### config.mk
export PLATFORM = sky130hd
export DESIGN_NAME = glyph_edge_smooth_raster
export DESIGN_NICKNAME = d
export VERILOG_FILES = /design/src/hdl/ges_pkg.sv /design/src/hdl/ges_cell_eval.sv /design/src/hdl/ges_out_reg.sv /design/src/hdl/glyph_edge_smooth_raster.sv
export SDC_FILE = /design/constraint.sdc
export NUM_CORES = 1
export LEC_CHECK = 0
export BUFFER_PORTS_ARGS = -buffer_cell sky130_fd_sc_hd__buf_2
export CAP_MARGIN = 25
export CORE_ASPECT_RATIO = 0.7
export CORE_MARGIN = 4
export CORE_UTILIZATION = 56
export DETAILED_ROUTE_END_ITERATION = 12
export HOLD_SLACK_MARGIN = 0.15
export PLACE_DENSITY = 0.85
export SLEW_MARGIN = 20
export SYNTH_ARGS = -nofsm -noshare
export SYNTH_HDL_FRONTEND = slang
export SYNTH_HIERARCHICAL = 1
export SYNTH_SLANG_ARGS = --single-unit
### constraint.sdc
create_clock -name clk -period 10 [get_ports clk]
set_input_delay 0.5 -clock clk [delete_from_list [all_inputs] [get_ports clk]]
set_output_delay 0.5 -clock clk [all_outputs]
set_load 0.1 [all_outputs]
### src/hdl/ges_pkg.sv
// Shared types, constants and cell functions for the glyph edge smoothing rasterizer.
package ges_pkg;

  // Glyph geometry limits.
  localparam int MAX_WIDTH  = 32;
  localparam int MAX_HEIGHT = 64;

  // Alpha codes for drawn cells.
  localparam logic [7:0] ALPHA_SOLID = 8'd255;
  localparam logic [7:0] ALPHA_ONE   = 8'd112;
  localparam logic [7:0] ALPHA_TWO   = 8'd72;
  localparam logic [7:0] ALPHA_MORE  = 8'd48;
  localparam logic [7:0] ALPHA_NONE  = 8'd0;

  // Configuration register indexes.
  localparam logic [2:0] REG_SMOOTH   = 3'd0;
  localparam logic [2:0] REG_WIDTH    = 3'd1;
  localparam logic [2:0] REG_SCALE_X  = 3'd2;
  localparam logic [2:0] REG_SCALE_Y  = 3'd3;
  localparam logic [2:0] REG_ORIGIN_X = 3'd4;
  localparam logic [2:0] REG_ORIGIN_Y = 3'd5;
  localparam logic [2:0] REG_OFFSET_Y = 3'd6;
  localparam logic [2:0] REG_COLOR    = 3'd7;

  // One block command as it travels to the output register.
  typedef struct packed {
    logic [15:0] x;
    logic [15:0] y;
    logic [7:0]  alpha;
    logic        last;
  } result_t;

  // What the cell evaluator reports for the current column.
  typedef struct packed {
    logic [7:0] alpha;
    logic       more_here;
    logic       any_next;
  } eval_t;

  // Columns at or beyond the width are forced to empty.
  function automatic logic [31:0] width_mask(input logic [5:0] w);
    width_mask = ~(32'hFFFF_FFFF >> w);
  endfunction

  // A cell is drawn when set, or when empty with a set neighbor and smoothing on.
  function automatic logic [31:0] drawn_mask(input logic [31:0] above,
                                             input logic [31:0] mid,
                                             input logic [31:0] below,
                                             input logic [5:0]  w,
                                             input logic        smooth);
    logic [31:0] wm;
    logic [31:0] m;
    logic [31:0] nb;
    wm = width_mask(w);
    m  = mid & wm;
    nb = (m >> 1) | (m << 1) | (above & wm) | (below & wm);
    drawn_mask = (m | (smooth ? nb : 32'd0)) & wm;
  endfunction

  // Alpha of one column; column c sits at bit 31 - c.
  function automatic logic [7:0] cell_alpha(input logic [31:0] above,
                                            input logic [31:0] mid,
                                            input logic [31:0] below,
                                            input logic [5:0]  w,
                                            input logic        smooth,
                                            input logic [4:0]  col);
    logic [31:0] wm;
    logic [31:0] m;
    logic [31:0] l;
    logic [31:0] r;
    logic [31:0] a;
    logic [31:0] b;
    logic [4:0]  i;
    logic [2:0]  k;
    wm = width_mask(w);
    m  = mid & wm;
    l  = m >> 1;
    r  = m << 1;
    a  = above & wm;
    b  = below & wm;
    i  = ~col;
    k  = {2'd0, l[i]} + {2'd0, r[i]} + {2'd0, a[i]} + {2'd0, b[i]};
    if (m[i]) begin
      cell_alpha = ALPHA_SOLID;
    end else if (!smooth || k == 3'd0) begin
      cell_alpha = ALPHA_NONE;
    end else if (k == 3'd1) begin
      cell_alpha = ALPHA_ONE;
    end else if (k == 3'd2) begin
      cell_alpha = ALPHA_TWO;
    end else begin
      cell_alpha = ALPHA_MORE;
    end
  endfunction

endpackage

### src/hdl/ges_cell_eval.sv
// Neighbor evaluation of the current column and lookahead over the rest of the glyph row.
module ges_cell_eval (
  input  logic [31:0]         above,
  input  logic [31:0]         mid,
  input  logic [31:0]         below,
  input  logic [5:0]          eff_w,
  input  logic                smooth,
  input  logic [4:0]          col,
  input  logic                second,
  output ges_pkg::eval_t      eval
);

  logic [31:0] drawn_here;
  logic [31:0] drawn_next;
  logic [31:0] after_col;

  // Drawn cells of this row and of the row that follows it in the same word.
  assign drawn_here = ges_pkg::drawn_mask(above, mid, below, eff_w, smooth);
  assign drawn_next = ges_pkg::drawn_mask(mid, below, 32'd0, eff_w, smooth);

  // Columns strictly to the right of the current one.
  assign after_col = (32'hFFFF_FFFF >> col) >> 1;

  assign eval.alpha     = ges_pkg::cell_alpha(above, mid, below, eff_w, smooth, col);
  assign eval.more_here = |(drawn_here & after_col);
  assign eval.any_next  = second && (|drawn_next);

endmodule

### src/hdl/ges_out_reg.sv
// Output register that holds one block command until the receiver takes it.
module ges_out_reg (
  input  logic              clk,
  input  logic              rst,
  input  logic              load,
  input  ges_pkg::result_t  din,
  output logic              free,
  output logic              out_valid,
  input  logic              out_stall,
  output logic [15:0]       block_x,
  output logic [15:0]       block_y,
  output logic [7:0]        alpha,
  output logic              run_last
);

  ges_pkg::result_t held;

  // The register can take a new word when empty or when its word leaves now.
  assign free = !out_valid || !out_stall;

  always_ff @(posedge clk) begin
    if (rst) begin
      out_valid <= 1'b0;
    end else if (load) begin
      out_valid <= 1'b1;
    end else if (!out_stall) begin
      out_valid <= 1'b0;
    end
  end

  always_ff @(posedge clk) begin
    if (load) begin
      held <= din;
    end
  end

  assign block_x  = held.x;
  assign block_y  = held.y;
  assign alpha    = held.alpha;
  assign run_last = held.last;

endmodule

### src/hdl/glyph_edge_smooth_raster.sv
// Top level of the glyph edge smoothing rasterizer: window, column sequencer, configuration.
//
// Glyph rows enter one word per item on the input channel (in_valid / in_stall),
// column 0 at bit 31 of row_bits, last_row on the final row of a glyph. Each
// row is drawn once its lower neighbor has arrived; the final row is drawn at
// once behind it. Block commands leave on the output channel (out_valid /
// out_stall), one word per drawn cell in column order, run_last on the final
// word caused by one input word.
// An accepted row is scanned by one column evaluator at one column per cycle,
// over the glyph width capped at 32, and then over the final row when it is
// flushed as well; a drawn column waits while the output register holds a
// stalled word. A word that draws no row (width 0, nothing pending and not
// final, or past the height limit) leaves the block idle for the next word.
// in_stall is high for the whole scan.
// Configuration is written through cfg_write / cfg_index / cfg_data; the user must keep
// to writing only while the block is idle, which the block does not enforce. Synchronous
// reset clears the row window and out_valid, loads width 8, scale 1 and other config zero.
module glyph_edge_smooth_raster (
  input  logic        clk,
  input  logic        rst,
  input  logic        cfg_write,
  input  logic [2:0]  cfg_index,
  input  logic [31:0] cfg_data,
  input  logic        in_valid,
  output logic        in_stall,
  input  logic [31:0] row_bits,
  input  logic        last_row,
  output logic        out_valid,
  input  logic        out_stall,
  output logic [15:0] block_x,
  output logic [15:0] block_y,
  output logic [7:0]  alpha,
  output logic        run_last
);

  localparam logic ST_IDLE = 1'b0;
  localparam logic ST_SCAN = 1'b1;

  // Configuration registers.
  logic        smooth_enable;
  logic [5:0]  glyph_width;
  logic [4:0]  scale_x;
  logic [4:0]  scale_y;
  logic [15:0] origin_x;
  logic [15:0] origin_y;
  logic [15:0] offset_y;
  logic [31:0] draw_color;

  // Row window.
  logic [31:0] row_above;
  logic [31:0] row_pending;
  logic        pending_valid;
  logic [6:0]  row_count;

  // Scan state.
  logic        state;
  logic [31:0] cur_above;
  logic [31:0] cur_mid;
  logic [31:0] cur_below;
  logic        second;
  logic [4:0]  col;
  logic [15:0] x_acc;
  logic [15:0] y_acc;

  logic [5:0]  eff_w;
  logic [4:0]  sx;
  logic [4:0]  sy;
  logic        accept;
  logic        full;
  logic        pass_one;
  logic        pass_two;
  logic [31:0] load_below;
  logic [6:0]  load_row;
  logic [11:0] row_offset;
  logic        drawn;
  logic        out_free;
  logic        step;
  logic        col_end;
  ges_pkg::eval_t   eval;
  ges_pkg::result_t res;

  assign eff_w = (glyph_width > 6'(ges_pkg::MAX_WIDTH)) ? 6'(ges_pkg::MAX_WIDTH) : glyph_width;
  assign sx    = (scale_x == 5'd0) ? 5'd1 : scale_x;
  assign sy    = (scale_y == 5'd0) ? 5'd1 : scale_y;

  // Configuration writes.
  always_ff @(posedge clk) begin
    if (rst) begin
      smooth_enable <= 1'b0;
      glyph_width   <= 6'd8;
      scale_x       <= 5'd1;
      scale_y       <= 5'd1;
      origin_x      <= 16'd0;
      origin_y      <= 16'd0;
      offset_y      <= 16'd0;
      draw_color    <= 32'd0;
    end else if (cfg_write) begin
      unique case (cfg_index)
        ges_pkg::REG_SMOOTH:   smooth_enable <= cfg_data[0];
        ges_pkg::REG_WIDTH:    glyph_width   <= cfg_data[5:0];
        ges_pkg::REG_SCALE_X:  scale_x       <= cfg_data[4:0];
        ges_pkg::REG_SCALE_Y:  scale_y       <= cfg_data[4:0];
        ges_pkg::REG_ORIGIN_X: origin_x      <= cfg_data[15:0];
        ges_pkg::REG_ORIGIN_Y: origin_y      <= cfg_data[15:0];
        ges_pkg::REG_OFFSET_Y: offset_y      <= cfg_data[15:0];
        ges_pkg::REG_COLOR:    draw_color    <= cfg_data;
        default: ;
      endcase
    end
  end

  // Which rows an accepted word draws.
  assign in_stall   = (state != ST_IDLE);
  assign accept     = in_valid && !in_stall;
  assign full       = (row_count >= 7'(ges_pkg::MAX_HEIGHT));
  assign pass_one   = pending_valid && (!full || last_row) && (eff_w != 6'd0);
  assign pass_two   = !full && last_row && (eff_w != 6'd0);
  assign load_below = full ? 32'd0 : row_bits;
  assign load_row   = pass_one ? (row_count - 7'd1) : row_count;
  assign row_offset = {5'd0, load_row} * {7'd0, sy};

  // Window update on each accepted row.
  always_ff @(posedge clk) begin
    if (rst) begin
      row_above     <= 32'd0;
      row_pending   <= 32'd0;
      pending_valid <= 1'b0;
      row_count     <= 7'd0;
    end else if (accept) begin
      if (last_row) begin
        row_above     <= 32'd0;
        row_pending   <= 32'd0;
        pending_valid <= 1'b0;
        row_count     <= 7'd0;
      end else if (!full) begin
        row_above     <= pending_valid ? row_pending : 32'd0;
        row_pending   <= row_bits;
        pending_valid <= 1'b1;
        row_count     <= row_count + 7'd1;
      end
    end
  end

  ges_cell_eval u_eval (
    .above  (cur_above),
    .mid    (cur_mid),
    .below  (cur_below),
    .eff_w  (eff_w),
    .smooth (smooth_enable),
    .col    (col),
    .second (second),
    .eval   (eval)
  );

  // One column per cycle; a drawn column waits for room in the output register.
  assign drawn    = (eval.alpha != ges_pkg::ALPHA_NONE);
  assign step     = (state == ST_SCAN) && (!drawn || out_free);
  assign col_end  = ({1'b0, col} == (eff_w - 6'd1));

  assign res.x     = x_acc;
  assign res.y     = y_acc;
  assign res.alpha = eval.alpha;
  assign res.last  = !eval.more_here && !eval.any_next;

  always_ff @(posedge clk) begin
    if (rst) begin
      state <= ST_IDLE;
    end else if (accept) begin
      state <= (pass_one || pass_two) ? ST_SCAN : ST_IDLE;
    end else if (step && col_end && !second) begin
      state <= ST_IDLE;
    end
  end

  // Scan registers: load on accept, advance a column per step, move to the flushed row.
  always_ff @(posedge clk) begin
    if (accept) begin
      cur_above <= pass_one ? row_above : 32'd0;
      cur_mid   <= pass_one ? row_pending : row_bits;
      cur_below <= pass_one ? load_below : 32'd0;
      second    <= pass_one && pass_two;
      col       <= 5'd0;
      x_acc     <= origin_x;
      y_acc     <= origin_y + offset_y + {4'd0, row_offset};
    end else if (step) begin
      if (col_end) begin
        cur_above <= cur_mid;
        cur_mid   <= cur_below;
        cur_below <= 32'd0;
        second    <= 1'b0;
        col       <= 5'd0;
        x_acc     <= origin_x;
        y_acc     <= y_acc + {11'd0, sy};
      end else begin
        col   <= col + 5'd1;
        x_acc <= x_acc + {11'd0, sx};
      end
    end
  end

  ges_out_reg u_out (
    .clk       (clk),
    .rst       (rst),
    .load      (step && drawn),
    .din       (res),
    .free      (out_free),
    .out_valid (out_valid),
    .out_stall (out_stall),
    .block_x   (block_x),
    .block_y   (block_y),
    .alpha     (alpha),
    .run_last  (run_last)
  );

  // The scan column stays inside the glyph width.
  a_col_in_width: assert property (@(posedge clk) disable iff (rst)
    (state == ST_SCAN) |-> ({1'b0, col} < eff_w))
    else $error("scan column beyond glyph width");

  // A drawn column is never written over a word that is still stalled.
  a_no_overwrite: assert property (@(posedge clk) disable iff (rst)
    (step && drawn) |-> (!out_valid || !out_stall))
    else $error("output word overwritten while stalled");

  // The flushed row pass only starts from the end of the first row pass.
  a_second_pass: assert property (@(posedge clk) disable iff (rst)
    (state == ST_SCAN && $past(state == ST_SCAN) && $fell(second)) |-> (col == 5'd0))
    else $error("second row pass started mid row");

  // No word is left unmarked when the scan ends with a drawn last column.
  a_last_mark: assert property (@(posedge clk) disable iff (rst)
    (step && drawn && col_end && !second) |=> (out_valid && run_last))
    else $error("final word of a row not marked");

endmodule
==> flow_summary.toml <==
[run]
max_cap_violations = 0

[placement]
place_area_sq_um = 19700
io_buffers = 99
gp_congestion = 1.07
preCtsSetupSlack_ns = 2.76
hpwl_mm = 45.2

[clock_network]
postCtsSetupBuffers = 0
clock_latency_ns = 0.58
ctsResizeCount = 0
tritoncts = "yes"
cts_made_buffers = 30
cts.htree.levels = 1
cts_buffer_depth = 3
holdBufCountCts = 0
cts-root-buf = "clkbuf_16"
clk_pin_slew_ns = 0.07
cts_sinks = 314

[power_and_ir_drop]
netSwitchingFraction = 0.321
pwr-share-clk = 0.351
p_sw_uw = 1160
p_comb_frac = 0.217
intPower_uw = 2460
p_seq_frac = 0.432
vdd.ir_drop.worst_uv = 125
leakage_uw = 0.00792
power_density_nw_per_um2 = 174

[cells_and_area]
nNetsFinal = 2304
drive_gt1_frac = 0.112
fin_area_sq_um = 20800
multi_input_area_sq_um = 10000
final_core_utilization = 0.622
nFillCells = 2695
area_growth_pct = 9.62
antennaDiodeCount = 0
seqCellArea_sq_um = 7990

[die]
initial_core_util = 0.568
fp.dieArea_sq_um = 36900
core_area_sq_um = 33400
num_rows = 56
ios = 116
die_h_um = 162
fp.dieW_um = 228

[grt]
grt_pass1_wl_mm = 97.4
grt_max_degree = 73
grt_pass1_vias = 16100
grt_usage = 0.334
antenna_found_initial = 7
overflow = 0

[synthesis]
synth_top_family_by_area = "compound AO/OA/AOI/OAI gates"
netlist_area_sq_um = 19000
synth_flop_cell = "edfxtp_1"
synthTopCellsByArea = "edfxtp_1, dfxtp_1, nand2_1"
synth_mux_area_frac = 0.0357
yosysMostFrequentCell = "nand2_1"
synth-edff-count = 170
yosysWarnings = 6
synth-xor-area-share = 0.0244
mappedNetlistNets = 2291
synth-seq-area-share = 0.421
syn_avg_cell_area_sq_um = 8.89
synth-adder-area-share = 0.0714
synth_commonest_cells = "nand2_1, nor2_1, edfxtp_1"
synthCells = 2134
synth_compound_gate_area_share = 0.203
synth_simple_gate_area_share = 0.191
synth.ff_latch_count = 314
synth_top_area_frac = 0.269
synth_top_cell_by_area = "edfxtp_1"
async_flop_share = 0
synth.distinct_cells = 85

[sta]
layout_setup_ws_ns = 2.19
hold_viol_final = 0
slew_violations = 0
setup_tns_ns = 0
finalCritPeriodShare = 0.781
slew_headroom = 0.270
rsz0062_at_grt = "false"
finalSetupViolations = 0
worst_pin_slew_ns = 1.08
clock_skew_ns = 0.0176
fin_crit_ns = 7.81
fmax_mhz = 128

[worst_setup_path]
cp_data_required_time_ns = 10.20
cp-end-kind = "flop"
worst_setup_path_start_kind = "flop"
critPathKind = "flop to flop"
cp_max_fo = 61
arrival_ns = 8.01

[drt]
drt_pre_antenna_iters = 7
vias_per_cell = 6.72
drtIter0Drc = 2634
drc = 0
ant_nets = 0
routedWlPerCell_um = 24.7
wl_mm = 64.3
dr_total_vias = 17500

[run_status]
status = "completed"

[worst_hold_path]
hp-class = "primary input to flop"
[registers in the layout (all words and copies together), names as in the netlist, 32 cells and up]
name         cells
row_pending     32
row_above       32
cur_above       32
cur_mid         32
cur_below       32
[metrics by stage]
step / std cells / power (uW) / hold slack, ns
after global routing: 2606 / 3750 / 0.171
final: 2606 / 3630 / 0.172
after floorplan: 2134 / 2120 / 0.431
after CTS: 2606 / 3610 / 0.156
after detailed placement: 2550 / 2350 / 0.445
after global placement: 2549 / 2320 / 0.442
[final timing paths]
kind	start	endpoint	slack, ns	cells after the start
max	glyph_width[5]	cur_above[12]	2.19	21
max reg2reg	glyph_width[5]	cur_above[12]	2.19	21
min	out_stall	u_out/out_valid	0.17	3
min reg2reg	origin_x[3]	origin_x[3]	0.46	2
[layer usage]
metal	vias up	global-route usage	wire length, um
met2	1165	0.459	25600
met4	2	0.0731	1530
li1	7745	-	-
met3	142	0.109	8850
met5	-	0.00260	13
met1	8468	0.510	28300
[worst max-delay path, cell delays in order, from the launching register on]
cell      delay, ns
dfxtp_1        0.31
buf_4          0.20
nor2b_2        0.12
buf_4          0.39
or3_1          0.63
o21ai_0        0.58
o22ai_1        0.40
o211ai_1       0.26
o311a_1        0.30
nor4_1         0.52
o22ai_1        0.20
fa_1           0.55
inv_1          0.05
ha_1           0.19
ha_1           0.30
xor2_1         0.17
a21o_1         0.19
or4_1          0.39
nor2_1         0.34
o21ai_1        0.35
o21ai_4        0.24
buf_4          0.66
[power by group through the flow]
stage / Combinational, uW / Clock (uW) / Sequential, uW
after floorplan: 443 / 0 / 1680
after CTS: 762 / 1280 / 1560
final: 787 / 1270 / 1570
after detailed placement: 756 / 0 / 1590
after global routing: 838 / 1340 / 1570
after global placement: 739 / 0 / 1590
[area by class of cell]
cell class	instances	share of cell area
inverter	100	0.0181
timing repair buffer	131	0.0365
multi-input combinational	1570	0.482
tap	435	0.0262
clock buffer	36	0.0392
clock inverter	20	0.0134
sequential	314	0.384
[cells in the final DEF, fill, tap and decap left out, types with 16 or more instances in the layout]
cell type  synthesis  layout
nor2b_1           20      17
edfxtp_1         170     170
nand3_1           52      51
a31oi_1           61      60
ha_1              45      45
nor3_1            37      36
mux2i_1           29      29
fa_1              39      39
a211oi_1          20      20
a21oi_1          109     109
o211ai_1          24      24
o21ai_0          121     121
and3_1            51      50
buf_4              5      32
clkbuf_16          0      31
nand2b_1          17      16
buf_2             17      98
inv_1             99      99
nand2_1          327     326
nor2_1           228     225
xor2_1            16      16
xnor2_1           35      35
dfxtp_1          144     142
a22oi_1           68      68
[cells by family (layout without fill, tap and decap cells)]
kind of cell | after synthesis | in the layout
buffers and inverters | 250 | 287
DFF | 314 | 314
adders and majority gates | 85 | 85
AOI/OAI and AO/OA | 575 | 575
and+or+nand+nor | 809 | 809
xor gates and xnor gates | 52 | 52
muxes | 49 | 49
Note: power is estimated with default switching activity, not from simulation.
